<file path="config.mk">
export PLATFORM = sky130hd
export DESIGN_NAME = ipv4_dotted_quad_parser
export DESIGN_NICKNAME = d
export VERILOG_FILES = /design/src/hw/rtl/ipv4dq_pkg.sv /design/src/hw/rtl/ipv4dq_step.sv /design/src/hw/rtl/ipv4dq_out_reg.sv /design/src/hw/rtl/ipv4_dotted_quad_parser.sv
export SDC_FILE = /design/constraint.sdc
export NUM_CORES = 1
export LEC_CHECK = 0
export BUFFER_PORTS_ARGS = -buffer_cell sky130_fd_sc_hd__buf_2
export CELL_PAD_IN_SITES_DETAIL_PLACEMENT = 0
export CELL_PAD_IN_SITES_GLOBAL_PLACEMENT = 2
export CORE_MARGIN = 1
export CORE_UTILIZATION = 39
export DETAILED_ROUTE_END_ITERATION = 6
export GPL_ROUTABILITY_DRIVEN = 1
export PLACE_DENSITY_LB_ADDON = 0.08
export SETUP_SLACK_MARGIN = 0.02
export SYNTH_ARGS = -nofsm -noshare
export SYNTH_HDL_FRONTEND = slang
export SYNTH_SLANG_ARGS = --single-unit
</file>
<file path="constraint.sdc">
create_clock -name clk -period 6.7 [get_ports clk]
set_input_delay 1.005 -clock clk [delete_from_list [all_inputs] [get_ports clk]]
set_output_delay 1.005 -clock clk [all_outputs]
set_load 0.01 [all_outputs]
</file>
<file path="src/hw/rtl/ipv4dq_pkg.sv">
// ----------------------------------------------------------------------------
// ipv4dq_pkg
// Shared types, codes and constants of the IPv4 dotted-quad parser.
// ----------------------------------------------------------------------------
package ipv4dq_pkg;

    localparam int unsigned CHAR_W      = 8;
    localparam int unsigned OCTET_W     = 8;
    localparam int unsigned FIELD_COUNT = 4;
    localparam int unsigned MAG_W       = 9;
    localparam int unsigned S_TDATA_W   = 8;
    localparam int unsigned M_TDATA_W   = 40;

    localparam logic [CHAR_W-1:0]  CHAR_DOT   = 8'h2E;
    localparam logic [CHAR_W-1:0]  CHAR_PLUS  = 8'h2B;
    localparam logic [CHAR_W-1:0]  CHAR_MINUS = 8'h2D;
    localparam logic [CHAR_W-1:0]  CHAR_ZERO  = 8'h30;
    localparam logic [CHAR_W-1:0]  CHAR_NINE  = 8'h39;
    localparam logic [MAG_W-1:0]   MAG_SAT    = 9'd256;
    localparam logic [MAG_W-1:0]   OCTET_MAX  = 9'd255;
    localparam logic [2:0]         FIELDS_MAX = 3'd4;
    localparam logic [2:0]         LAST_FIELD = 3'd3;

    typedef enum logic [1:0] {
        PH_WS     = 2'd0,
        PH_SIGN   = 2'd1,
        PH_DIGITS = 2'd2,
        PH_DONE   = 2'd3
    } phase_t;

    typedef enum logic [1:0] {
        ST_OK    = 2'd0,
        ST_COUNT = 2'd1,
        ST_EMPTY = 2'd2,
        ST_RANGE = 2'd3
    } status_t;

    typedef logic [FIELD_COUNT-1:0][OCTET_W-1:0] octets_t;

    typedef struct packed {
        logic [2:0]       field_index;
        phase_t           field_phase;
        logic [MAG_W-1:0] magnitude;
        logic             minus_seen;
        status_t          first_error;
        octets_t          octets;
    } parse_state_t;

    typedef struct packed {
        status_t status;
        octets_t octets;
    } result_t;

    localparam parse_state_t STATE_INIT = '{
        field_index: 3'd0,
        field_phase: PH_WS,
        magnitude:   '0,
        minus_seen:  1'b0,
        first_error: ST_OK,
        octets:      '0
    };

endpackage

</file>
<file path="src/hw/rtl/ipv4dq_step.sv">
// ----------------------------------------------------------------------------
// ipv4dq_step
// Per-character update of the parser state and result forming on the
// last character of a string.
// ----------------------------------------------------------------------------
module ipv4dq_step (
    input  ipv4dq_pkg::parse_state_t          state_cur,
    input  logic [ipv4dq_pkg::CHAR_W-1:0]     char_code,
    input  logic                              has_char,
    input  logic                              last,
    output ipv4dq_pkg::parse_state_t          state_next,
    output ipv4dq_pkg::result_t               result
);

    function automatic ipv4dq_pkg::parse_state_t judge(input ipv4dq_pkg::parse_state_t s);
        ipv4dq_pkg::parse_state_t r;
        logic                     can_note;
        r        = s;
        can_note = (s.first_error == ipv4dq_pkg::ST_OK) && (s.field_index < ipv4dq_pkg::FIELDS_MAX);
        if (s.field_phase == ipv4dq_pkg::PH_WS || s.field_phase == ipv4dq_pkg::PH_SIGN)
        begin
            if (can_note)
            begin
                r.first_error = ipv4dq_pkg::ST_EMPTY;
            end
        end
        else if (s.field_phase == ipv4dq_pkg::PH_DIGITS)
        begin
            if ((s.minus_seen && s.magnitude != '0) || s.magnitude > ipv4dq_pkg::OCTET_MAX)
            begin
                if (can_note)
                begin
                    r.first_error = ipv4dq_pkg::ST_RANGE;
                end
            end
            else if (s.field_index < ipv4dq_pkg::FIELDS_MAX)
            begin
                r.octets[s.field_index[1:0]] = s.magnitude[ipv4dq_pkg::OCTET_W-1:0];
            end
        end
        r.field_phase = ipv4dq_pkg::PH_DONE;
        return r;
    endfunction

    ipv4dq_pkg::parse_state_t s_char;
    ipv4dq_pkg::parse_state_t s_end;
    logic                     is_digit;
    logic                     is_space;
    logic [ipv4dq_pkg::MAG_W-1:0] digit_val;
    logic [11:0]              mag_acc;
    ipv4dq_pkg::status_t      status;

    assign is_digit  = (char_code >= ipv4dq_pkg::CHAR_ZERO) && (char_code <= ipv4dq_pkg::CHAR_NINE);
    assign is_space  = char_code inside {8'd32, [8'd9:8'd13]};
    assign digit_val = {1'b0, char_code - ipv4dq_pkg::CHAR_ZERO};
    assign mag_acc   = {state_cur.magnitude, 3'b000} + {2'b00, state_cur.magnitude, 1'b0}
                     + {3'b000, digit_val};

    always_comb
    begin
        s_char = state_cur;
        if (has_char)
        begin
            if (char_code == ipv4dq_pkg::CHAR_DOT)
            begin
                s_char = judge(state_cur);
                if (state_cur.field_index < ipv4dq_pkg::FIELDS_MAX)
                begin
                    s_char.field_index = state_cur.field_index + 3'd1;
                end
                s_char.field_phase = ipv4dq_pkg::PH_WS;
                s_char.magnitude   = '0;
                s_char.minus_seen  = 1'b0;
            end
            else
            begin
                case (state_cur.field_phase)
                    ipv4dq_pkg::PH_WS:
                    begin
                        if (is_space)
                        begin
                            s_char = state_cur;
                        end
                        else if (char_code == ipv4dq_pkg::CHAR_PLUS ||
                                 char_code == ipv4dq_pkg::CHAR_MINUS)
                        begin
                            s_char.minus_seen  = (char_code == ipv4dq_pkg::CHAR_MINUS);
                            s_char.field_phase = ipv4dq_pkg::PH_SIGN;
                        end
                        else if (is_digit)
                        begin
                            s_char.magnitude   = digit_val;
                            s_char.field_phase = ipv4dq_pkg::PH_DIGITS;
                        end
                        else
                        begin
                            s_char = judge(state_cur);
                        end
                    end
                    ipv4dq_pkg::PH_SIGN:
                    begin
                        if (is_digit)
                        begin
                            s_char.magnitude   = digit_val;
                            s_char.field_phase = ipv4dq_pkg::PH_DIGITS;
                        end
                        else
                        begin
                            s_char = judge(state_cur);
                        end
                    end
                    ipv4dq_pkg::PH_DIGITS:
                    begin
                        if (is_digit)
                        begin
                            s_char.magnitude = (mag_acc > 12'(ipv4dq_pkg::MAG_SAT))
                                             ? ipv4dq_pkg::MAG_SAT : mag_acc[ipv4dq_pkg::MAG_W-1:0];
                        end
                        else
                        begin
                            s_char = judge(state_cur);
                        end
                    end
                    default:
                    begin
                        s_char = state_cur;
                    end
                endcase
            end
        end
    end

    always_comb
    begin
        s_end = judge(s_char);
        if (s_end.field_index != ipv4dq_pkg::LAST_FIELD)
        begin
            status = ipv4dq_pkg::ST_COUNT;
        end
        else
        begin
            status = s_end.first_error;
        end
        result.status = status;
        result.octets = (status == ipv4dq_pkg::ST_OK) ? s_end.octets : '0;
        state_next    = last ? ipv4dq_pkg::STATE_INIT : s_char;
    end

endmodule

</file>
<file path="src/hw/rtl/ipv4dq_out_reg.sv">
// ----------------------------------------------------------------------------
// ipv4dq_out_reg
// Result register on the master-side stream; frees itself when taken.
// ----------------------------------------------------------------------------
module ipv4dq_out_reg (
    input  logic                                 clk,
    input  logic                                 rst_n,
    input  logic                                 load,
    input  ipv4dq_pkg::result_t                  result,
    output logic                                 slot_free,
    output logic                                 m_tvalid,
    input  logic                                 m_tready,
    // status[1:0], octet_a[9:2], octet_b[17:10], octet_c[25:18], octet_d[33:26], zero
    output logic [ipv4dq_pkg::M_TDATA_W-1:0]     m_tdata
);

    logic                valid_reg;
    logic                valid_next;
    ipv4dq_pkg::result_t data_reg;

    assign slot_free  = !valid_reg || m_tready;
    assign valid_next = load || (valid_reg && !m_tready);

    always_ff @(posedge clk or negedge rst_n)
    begin
        if (!rst_n)
        begin
            valid_reg <= 1'b0;
        end
        else
        begin
            valid_reg <= valid_next;
        end
    end

    always_ff @(posedge clk)
    begin
        if (load)
        begin
            data_reg <= result;
        end
    end

    assign m_tvalid = valid_reg;
    assign m_tdata  = {6'd0, data_reg.octets[3], data_reg.octets[2], data_reg.octets[1],
                       data_reg.octets[0], data_reg.status};

    a_load_free: assert property (@(posedge clk) disable iff (!rst_n) load |-> slot_free)
        else $error("result loaded into occupied slot");
    a_load_valid: assert property (@(posedge clk) disable iff (!rst_n) load |=> valid_reg)
        else $error("loaded result not presented");
    a_zero_octets: assert property (@(posedge clk) disable iff (!rst_n)
        (valid_reg && data_reg.status != ipv4dq_pkg::ST_OK) |-> (data_reg.octets == '0))
        else $error("octets nonzero on failing status");

endmodule

</file>
<file path="src/hw/rtl/ipv4_dotted_quad_parser.sv">
// ----------------------------------------------------------------------------
// ipv4_dotted_quad_parser
// Parses an IPv4 dotted-decimal string, one character per transaction.
// ----------------------------------------------------------------------------
// One character per clock is accepted with no bubbles; each character goes
// through an input register and a state update; a string's result is loaded
// into the output register as its s_tlast character leaves the input register.
// The string ends at s_tlast; s_tuser low marks a transaction with no character.
// Results wait in an output register, so input keeps flowing while the last
// result is stalled, until a new s_tlast character reaches the update stage.
module ipv4_dotted_quad_parser (
    input  logic                                 clk,
    input  logic                                 rst_n,
    input  logic                                 s_tvalid,
    output logic                                 s_tready,
    // char_code[7:0]
    input  logic [ipv4dq_pkg::S_TDATA_W-1:0]     s_tdata,
    // has_char[0]
    input  logic                                 s_tuser,
    input  logic                                 s_tlast,
    output logic                                 m_tvalid,
    input  logic                                 m_tready,
    // status[1:0], octet_a[9:2], octet_b[17:10], octet_c[25:18], octet_d[33:26], zero
    output logic [ipv4dq_pkg::M_TDATA_W-1:0]     m_tdata
);

    logic                            in_valid_reg;
    logic [ipv4dq_pkg::CHAR_W-1:0]   in_char_reg;
    logic                            in_has_reg;
    logic                            in_last_reg;
    logic                            in_advance;
    logic                            slot_free;
    ipv4dq_pkg::parse_state_t        state_reg;
    ipv4dq_pkg::parse_state_t        state_next;
    ipv4dq_pkg::result_t             result;

    assign in_advance = in_valid_reg && (!in_last_reg || slot_free);
    assign s_tready   = !in_valid_reg || in_advance;

    always_ff @(posedge clk or negedge rst_n)
    begin
        if (!rst_n)
        begin
            in_valid_reg <= 1'b0;
            state_reg    <= ipv4dq_pkg::STATE_INIT;
        end
        else
        begin
            if (s_tready)
            begin
                in_valid_reg <= s_tvalid;
            end
            if (in_advance)
            begin
                state_reg <= state_next;
            end
        end
    end

    always_ff @(posedge clk)
    begin
        if (s_tvalid && s_tready)
        begin
            in_char_reg <= s_tdata;
            in_has_reg  <= s_tuser;
            in_last_reg <= s_tlast;
        end
    end

    ipv4dq_step u_step (
        .state_cur  (state_reg),
        .char_code  (in_char_reg),
        .has_char   (in_has_reg),
        .last       (in_last_reg),
        .state_next (state_next),
        .result     (result)
    );

    ipv4dq_out_reg u_out (
        .clk       (clk),
        .rst_n     (rst_n),
        .load      (in_advance && in_last_reg),
        .result    (result),
        .slot_free (slot_free),
        .m_tvalid  (m_tvalid),
        .m_tready  (m_tready),
        .m_tdata   (m_tdata)
    );

endmodule
</file>
==> impl_metrics.json, run 1 <==
{
  "clkPwrFrac_pct": 28.2,
  "gp_congestion": 0.923,
  "die_w_um": 138,
  "synth-seq-cells": 95,
  "power_density_nw_per_um2": 232,
  "grt_pass1_vias": 6370,
  "fmax_mhz": 168,
  "holdCritPathClass": "flip-flop to flip-flop",
  "ys_top_cells_by_count": "nor2_1, a21oi_1, nand2_1",
  "clock_sinks": 95,
  "synth_edf_count": 44,
  "postCtsHoldBufs": 0,
  "status": "finished, final reports clean",
  "largest_reg_flops": 49,
  "cp-end-kind": "flip-flop",
  "clk_latency_ns": 0.36,
  "synth_warnings": 0,
  "synth-main-ff-cell": "dfrtp_1",
  "grt_usage_pct": 27.1,
  "synthToLayoutAreaGrowth_pct": 10.0,
  "core_area_sq_um": 18000,
  "clockRootBuffer": "clkbuf_16",
  "synthDistinctLibCells": 90,
  "die_area_sq_um": 19000,
  "via_per_inst": 6.29,
  "syn_area_per_cell_sq_um": 9.11,
  "dr.pass1.iters": 5,
  "synthCells": 789,
  "die_h_um": 138,
  "cts_setup_buffers": 0,
  "fillCellCount": 1808,
  "maxCapViolations": 0,
  "clkSlewWorstSetupHoldPaths_ns": 0.07,
  "drt.antenna.violating_nets": 0,
  "cts_buffers": 9,
  "syn_area_sq_um": 7190,
  "grt_pass1_wl_um": 37900,
  "cts_tree": "built",
  "num_io_pins": 56,
  "rsz0062_at_grt": "false",
  "post-route-period-util_pct": 88.8,
  "p_seq_share_pct": 37.5,
  "p_leak_uw": 0.00318,
  "h-tree-depth": 3,
  "drive_gt1_share_pct": 15.0,
  "switchingPower_uw": 724,
  "vias": 6585,
  "setup_viol": 0,
  "arrival_ns": 6.08,
  "worstSetupPathType": "flip-flop to flip-flop",
  "yosys.area.top_type_share_pct": 18.4,
  "setup_slack_ns": 0.749,
  "hold_viol": 0,
  "start_util_pct": 39.9,
  "gr-total-overflow": 0,
  "antenna-diode-count": 0,
  "finalNetCount": 858,
  "drt-initial-drc-count": 565,
  "tightest_slew_ns": 1.16,
  "combPwrFrac_pct": 34.3,
  "dpl_worst_slack_ns": 0.841,
  "num_rows": 49,
  "required_ns": 6.82,
  "synth_top_area_cell": "edfxtp_1",
  "worst-path-max-fanout": 32,
  "p_sw_share_pct": 39.4,
  "post_cts_resized": 0,
  "power.internal_uw": 1110,
  "drc": 0,
  "ir_worst_vdd_mv": 0.147,
  "hpwlAfterDp_um": 17400,
  "drv_slew": 0,
  "portBuffers": 49,
  "ys_seq_area_share_pct": 36.1,
  "relSlewSlack_pct": 22.5,
  "grt_max_degree": 52,
  "period_minus_slack_ns": 5.95,
  "wl_per_cell_um": 23.3,
  "fin_tns_setup_ns": 0,
  "finalClockSkew_ns": 0.00741,
  "synth_most_common_cell": "nor2_1",
  "async_flop_share_pct": 53.7,
  "routed_wl_um": 24400,
  "synth_area_leaders": "edfxtp_1, dfrtp_1, ha_1, a21oi_1, nor2_1",
  "timing.hold.ws_ns": 0.486,
  "cp-start-kind": "flip-flop",
  "antenna_found_initial": 0,
  "clk_path_buf_depth": 2
}
## power groups by stage
stage | combinational, uW | sequential [uW] | clock [uW]
after floorplan | 445 | 680 | 0
after global placement | 616 | 698 | 0
after detailed placement | 619 | 699 | 0
after CTS | 622 | 687 | 530
after global routing | 685 | 694 | 549
final | 630 | 688 | 519
## cell usage in the layout (no fill, tap or decap), types with 8 or more instances in the layout
| cell type | Yosys | layout |
|---|---|---|
| nor2_1 | 74 | 74 |
| a21oi_1 | 57 | 57 |
| nand2_1 | 57 | 57 |
| o21ai_0 | 53 | 53 |
| dfrtp_1 | 51 | 51 |
| buf_2 | 9 | 49 |
| edfxtp_1 | 44 | 44 |
| inv_1 | 31 | 31 |
| a22o_1 | 30 | 30 |
| mux2i_1 | 25 | 25 |
| ha_1 | 25 | 25 |
| a22oi_1 | 20 | 20 |
| buf_4 | 7 | 20 |
| nand3_1 | 18 | 18 |
| a31oi_1 | 13 | 13 |
| nor3_1 | 12 | 12 |
| a21o_1 | 12 | 12 |
| a211oi_1 | 11 | 11 |
| a211o_1 | 11 | 11 |
| clkbuf_16 | 0 | 9 |
| nand2b_1 | 8 | 8 |
| or3_1 | 8 | 8 |
## final timing paths
| check | startpoint | cells after the start | slack (ns) | end |
|---|---|---|---|---|
| max | in_char_reg[6]$_DFFE_PP_ | 14 | 0.75 | u_out.m_tdata[19]$_SDFFCE_PP0P_ |
| min | state_reg[16]$_DFFE_PN0P_ | 2 | 0.49 | state_reg[16]$_DFFE_PN0P_ |
| max in group asynchronous | rst_n | 2 | 5.39 | state_reg[8]$_DFFE_PN0P_ |
| min reg2reg | state_reg[16]$_DFFE_PN0P_ | 2 | 0.49 | state_reg[16]$_DFFE_PN0P_ |
| max reg2reg | in_char_reg[6]$_DFFE_PP_ | 14 | 0.75 | u_out.m_tdata[19]$_SDFFCE_PP0P_ |
| min in group asynchronous | rst_n | 2 | 0.80 | state_reg[1]$_DFFE_PN0P_ |
## metal layers
| layer | part of all wire [%] | routed length, um | global-route usage [%] |
|---|---|---|---|
| met3 | 6.1 | 1490 | 4.30 |
| met5 | 0 | 0 | 0 |
| met2 | 46 | 11300 | 43.0 |
| met4 | 1.5 | 361 | 7.00 |
| met1 | 46 | 11300 | 38.0 |
## critical path: stages (launching register included)
cell,delay (ns)
edfxtp_1,0.54
a21oi_1,0.20
xor2_1,0.40
fa_1,0.50
ha_1,0.42
nand3_1,0.19
or3_1,0.34
a211oi_1,0.33
nor4_1,0.18
nand3_1,0.20
o211a_1,0.35
nor4b_4,0.58
a311o_2,0.32
nand3_2,0.60
a2111oi_0,0.54
## stage by stage
step / total power (uW) / util [%] / instance area, sq um / std cells
6_report: 1840 / 43.9 / 7910 / 1047
5_1_grt: 1930 / 43.9 / 7910 / 1047
4_1_cts: 1840 / 43.9 / 7910 / 1047
3_5_place_dp: 1320 / 42.3 / 7620 / 1031
3_3_place_gp: 1310 / 42.3 / 7620 / 1031
2_1_floorplan: 1130 / - / 7210 / 794
## logic make-up after synthesis
family / count (synthesis) / synth area share (%)
AO/OA/AOI/OAI: 286 / 28.9
buffers and inverters: 92 / 5.45
XOR/XNOR: 7 / 0.853
adder cells (fa/ha/maj): 31 / 6.02
multiplexers: 28 / 4.00
other: 1 / 0.0522
flip-flops: 95 / 36.1
AND/OR/NAND/NOR: 249 / 18.6
## final cells by class
type | count | area (sq um) | share of cell area, %
Tap cell | 229 | 287 | 3.62
Timing Repair Buffer | 69 | 395 | 5.00
Sequential cell | 95 | 2600 | 32.8
Multi-Input combinational cell | 607 | 4230 | 53.4
Clock buffer | 9 | 225 | 2.85
Inverter | 31 | 116 | 1.47
Clock inverter | 7 | 65.1 | 0.822
(Power assumes the default switching activity.)
==> run 2: changes to the inputs <==
Settings changed: CORE_UTILIZATION 39 to 42, CTS_CLUSTER_SIZE set to 10.
Clock period 6.7 ns to 7.08 ns, I/O delays scaled along.
==> impl_metrics.json, run 2 (synthesis gave the netlist of run 1 again) <==
{
  "status": "finished, final reports clean",
  "required_ns": 7.18,
  "core_area_sq_um": 16600,
  "placed_area_sq_um": 7580,
  "tightest_slew_ns": 1.23,
  "num_rows": 47,
  "finalNetCount": 854,
  "power_uw": 1740,
  "worst-path-max-fanout": 32,
  "postCtsHoldBufs": 0,
  "drt-initial-drc-count": 747,
  "die_w_um": 133,
  "relSlewSlack_pct": 17.4,
  "endpoint": "u_out.m_tdata[18]$_SDFFCE_PP0P_",
  "multi_input_area_sq_um": 4230,
  "r2r_cells": 14,
  "dr.pass1.iters": 5,
  "instances_no_fill": 1034,
  "gr-total-overflow": 0,
  "hold_viol": 0,
  "drive_gt1_share_pct": 14.6,
  "rsz0062_at_grt": "false",
  "h-tree-depth": 3,
  "portBuffers": 49,
  "clkSlewWorstSetupHoldPaths_ns": 0.07,
  "fmax_mhz": 165,
  "clk_latency_ns": 0.36,
  "dp_cells": 1018,
  "worstSetupPathType": "flip-flop to flip-flop",
  "largest_reg_flops": 49,
  "clockRootBuffer": "clkbuf_16",
  "ir_worst_vdd_mv": 0.126,
  "r2r_slack_ns": 1.04,
  "maxCapViolations": 0,
  "synthToLayoutAreaGrowth_pct": 9.59,
  "mostFrequentLayoutCells": "nor2_1, a21oi_1, nand2_1, o21ai_0, dfrtp_1",
  "routed_wl_um": 23900,
  "gp_congestion": 0.965,
  "clk_path_buf_depth": 2,
  "vias": 6598,
  "cts_setup_buffers": 0,
  "cp-end-kind": "flip-flop",
  "grt_usage_pct": 27.7,
  "hpwlAfterDp_um": 17100,
  "drt.antenna.violating_nets": 0,
  "start_util_pct": 43.2,
  "regArea_sq_um": 2600,
  "fillCellCount": 1620,
  "drc": 0,
  "via_per_inst": 6.38,
  "grt_pass1_vias": 6425,
  "setup_slack_ns": 1.04,
  "worstSetupStartpoint": "in_char_reg[6]$_DFFE_PP_",
  "cp-start-kind": "flip-flop",
  "finalClockSkew_ns": 0.0115,
  "wl_per_cell_um": 23.1,
  "worstReg2RegEnd": "u_out.m_tdata[18]$_SDFFCE_PP0P_",
  "final_design_area_no_fill_sq_um": 7880,
  "dpl_worst_slack_ns": 1.09,
  "cts_buffers": 9,
  "grt_pass1_wl_um": 37400,
  "die_h_um": 133,
  "fin_tns_setup_ns": 0,
  "period_minus_slack_ns": 6.04,
  "power_density_nw_per_um2": 221,
  "antenna-diode-count": 0,
  "holdCritPathClass": "flip-flop to flip-flop",
  "drv_slew": 0,
  "setup_viol": 0,
  "clock_sinks": 95,
  "post_cts_resized": 0,
  "post-route-period-util_pct": 85.4,
  "cts_tree": "built",
  "rr_startpoint": "in_char_reg[6]$_DFFE_PP_",
  "p_leak_uw": 0.00316,
  "grt_max_degree": 52,
  "antenna_found_initial": 0,
  "num_io_pins": 56,
  "layout_commonest_cell": "nor2_1",
  "arrival_ns": 6.14,
  "die_area_sq_um": 17600,
  "min_from": "state_reg[2]$_DFFE_PN0P_"
}
[run 2: worst min path at each step]
| stage | endpoint | slack, ns | depth (start not counted) |
|---|---|---|---|
| 4_1_cts | state_reg[2]$_DFFE_PN0P_ | 0.49 | 2 |
| 6_report | state_reg[2]$_DFFE_PN0P_ | 0.48 | 2 |
| 2_1_floorplan | state_reg[16]$_DFFE_PN0P_ | 0.45 | 2 |
| 3_5_place_dp | state_reg[2]$_DFFE_PN0P_ | 0.47 | 2 |
| 5_1_grt | state_reg[23]$_DFFE_PN0P_ | 0.52 | 2 |
| 3_3_place_gp | state_reg[2]$_DFFE_PN0P_ | 0.46 | 2 |
[run 2: final cells by class]
cell class | count | area share [%]
clock buffers | 9 | 2.86
clock inverters | 7 | 0.937
inverters | 31 | 1.48
multi-input cells | 607 | 53.6
flip-flops and latches | 95 | 33.0
well taps | 220 | 3.49
repair buffers | 65 | 4.64
[run 2: metrics by stage]
| step | hold WS [ns] | utilization [%] |
|---|---|---|
| after detailed placement | 0.471 | 45.5 |
| after global placement | 0.464 | 45.5 |
| after floorplan | 0.450 | - |
| final | 0.483 | 47.3 |
| after global routing | 0.516 | 47.3 |
| after CTS | 0.488 | 47.3 |
[run 2: routing by layer]
metal | routed length (um) | global-route usage, % | vias to the layer above | share of wire (%)
met4 | 636 | 10.0 | 0 | 2.7
li1 | - | - | 3036 | -
met3 | 1580 | 3.64 | 44 | 6.6
met1 | 10600 | 39.0 | 3222 | 44
met5 | 0 | 0.278 | - | 0
met2 | 11100 | 43.5 | 296 | 46
[run 2: power breakdown]
group          internal, uW  total [uW]  switching, uW
clock                   250         502            252
combinational           195         582            387
sequential              609         654           44.9
[run 2: critical path, cell delays in order (launching register included)]
cell	delay [ns]
edfxtp_1	0.53
a21oi_1	0.21
xor2_1	0.38
fa_1	0.50
ha_1	0.40
a21o_1	0.22
a311oi_1	0.30
a211oi_1	0.15
or4_4	0.55
a211oi_2	0.20
o211ai_1	0.18
nor4b_4	0.60
a311o_2	0.33
nand3_2	0.58
a2111oi_0	0.62
==> run 3: changes to the inputs <==
Settings changed: CORE_ASPECT_RATIO set to 1.5.
==> impl_metrics.json, run 3 (synthesis gave the netlist of run 1 again) <==
{
  "die_w_um": 109,
  "fillCellCount": 1638,
  "cts_setup_buffers": 0,
  "cp-start-kind": "flip-flop",
  "ir_worst_vdd_mv": 0.0975,
  "tightest_slew_ns": 1.37,
  "arrival_ns": 5.98,
  "dpl_worst_slack_ns": 1.19,
  "die_area_sq_um": 17700,
  "finalNetCount": 850,
  "r2r_cells": 14,
  "gr-total-overflow": 0,
  "postCtsHoldBufs": 0,
  "fin_tns_setup_ns": 0,
  "cts_buffers": 9,
  "layout_commonest_cell": "nor2_1",
  "drive_gt1_share_pct": 14.1,
  "via_per_inst": 6.46,
  "crit_buf_inv": 0,
  "multi_input_area_sq_um": 4230,
  "wl_per_cell_um": 24.0,
  "dr.pass1.iters": 5,
  "worstSetupPathType": "flip-flop to flip-flop",
  "die_h_um": 162,
  "rr_startpoint": "in_char_reg[6]$_DFFE_PP_",
  "min_to": "state_reg[31]$_DFFE_PN0P_",
  "antenna-diode-count": 0,
  "drv_slew": 0,
  "worstPathCellList": "a21oi_1 > xor2_1 > fa_1 > ha_1 > a21o_1 > a311oi_1 > a211oi_1 > or4_4 > a211oi_2 > o211ai_1 > nor4b_4 > a311o_2 > nand3_2 > a2111oi_0",
  "mostFrequentLayoutCells": "nor2_1, a21oi_1, nand2_1, o21ai_0, dfrtp_1",
  "grt_max_degree": 52,
  "maxCapViolations": 0,
  "drc": 0,
  "clkSlewWorstSetupHoldPaths_ns": 0.08,
  "cp_slowest_cell": "nand3_2",
  "worst-path-max-fanout": 32,
  "clk_path_buf_depth": 2,
  "vias": 6591,
  "setup_slack_ns": 1.23,
  "drt-initial-drc-count": 610,
  "portBuffers": 49,
  "routed_wl_um": 24500,
  "status": "finished, final reports clean",
  "cp.depth": 14,
  "utilization_pct": 46.7,
  "cts_tree": "built",
  "grt_pass1_wl_um": 38000,
  "largest_reg_flops": 49,
  "required_ns": 7.21,
  "hpwlAfterDp_um": 17500,
  "num_io_pins": 56,
  "rsz0062_at_grt": "false",
  "clock_sinks": 95,
  "core_area_sq_um": 16800,
  "fmax_mhz": 171,
  "r2r_slack_ns": 1.23,
  "holdPathStages": 2,
  "setup_viol": 0,
  "start_util_pct": 42.9,
  "slowest_delay_ns": 0.58,
  "finalClockSkew_ns": 0.0129,
  "worstReg2RegEnd": "u_out.m_tdata[19]$_SDFFCE_PP0P_",
  "post-route-period-util_pct": 82.6,
  "grt_pass1_vias": 6617,
  "p_leak_uw": 0.00314,
  "drt.antenna.violating_nets": 0,
  "h-tree-depth": 3,
  "clockRootBuffer": "clkbuf_16",
  "post_cts_resized": 0,
  "grt_usage_pct": 28.8,
  "gp_congestion": 0.959,
  "period_minus_slack_ns": 5.85,
  "holdCritPathClass": "flip-flop to flip-flop",
  "power_density_nw_per_um2": 221,
  "antenna_found_initial": 0,
  "clk_latency_ns": 0.36,
  "min_from": "state_reg[31]$_DFFE_PN0P_",
  "regArea_sq_um": 2600,
  "num_rows": 58,
  "synthToLayoutAreaGrowth_pct": 8.91,
  "hold_viol": 0,
  "instances_no_fill": 1020,
  "cp-end-kind": "flip-flop",
  "dp_cells": 1004,
  "critical_path.top_delay_family": "compound AO/OA/AOI/OAI gates",
  "relSlewSlack_pct": 7.81
}
==> run 3: cell count changes in the layout (fill, tap and decap cells not counted), sizes merged <==
| cell | before | now |
|---|---|---|
| inv | 34 | 33 |
| clkinv | 2 | 4 |
| buf | 65 | 61 |
| clkinvlp | 2 | 1 |
==> run 3: layout make-up <==
type | instances | area share, %
multi-input cells | 607 | 54.0
flip-flops and latches | 95 | 33.2
clock inverters | 7 | 0.863
repair buffers | 61 | 4.28
well taps | 210 | 3.36
clock buffers | 9 | 2.88
inverters | 31 | 1.49
==> run 3: metrics by stage <==
step                      area, sq um  total power [uW]  hold slack, ns
after floorplan                  7210              1060           0.450
after global placement           7540              1240           0.463
after detailed placement         7540              1240           0.470
after CTS                        7830              1730           0.487
after global routing             7830              1810           0.522
final                            7830              1730           0.484
==> run 3: worst register-to-register path, stage by stage (launching register included) <==
cell	delay, ns
edfxtp_1	0.54
a21oi_1	0.21
xor2_1	0.41
fa_1	0.50
ha_1	0.40
a21o_1	0.23
a311oi_1	0.28
a211oi_1	0.14
or4_4	0.55
a211oi_2	0.20
o211ai_1	0.19
nor4b_4	0.57
a311o_2	0.29
nand3_2	0.58
a2111oi_0	0.53
==> run 3: how the worst max path moves through the flow <==
stage | start | endpoint | slack, ns
3_5_place_dp | in_char_reg[6]$_DFFE_PP_ | u_out.m_tdata[19]$_SDFFCE_PP0P_ | 1.19
3_3_place_gp | in_char_reg[6]$_DFFE_PP_ | u_out.m_tdata[19]$_SDFFCE_PP0P_ | 1.35
2_1_floorplan | in_char_reg[4]$_DFFE_PP_ | u_out.m_tdata[12]$_SDFFCE_PP0P_ | 2.44
6_report | in_char_reg[6]$_DFFE_PP_ | u_out.m_tdata[19]$_SDFFCE_PP0P_ | 1.23
4_1_cts | in_char_reg[6]$_DFFE_PP_ | u_out.m_tdata[19]$_SDFFCE_PP0P_ | 1.21
5_1_grt | in_char_reg[6]$_DFFE_PP_ | u_out.m_tdata[19]$_SDFFCE_PP0P_ | 0.70
==> run 3: where the power goes <==
group / internal [uW] / leakage [uW] / total, uW / switching [uW]
combinational: 196 / 0.00188 / 588 / 392
clock: 247 / 0.000140 / 487 / 240
sequential: 609 / 0.00112 / 658 / 48.5
total: 1050 / 0.00314 / 1730 / 681
==> run 3: layer usage <==
metal | GRT usage, % | share of wire [%]
met5 | 0 | 0
met2 | 48.6 | 50
met1 | 36.1 | 41
met3 | 3.17 | 4.6
met4 | 14.1 | 4.2
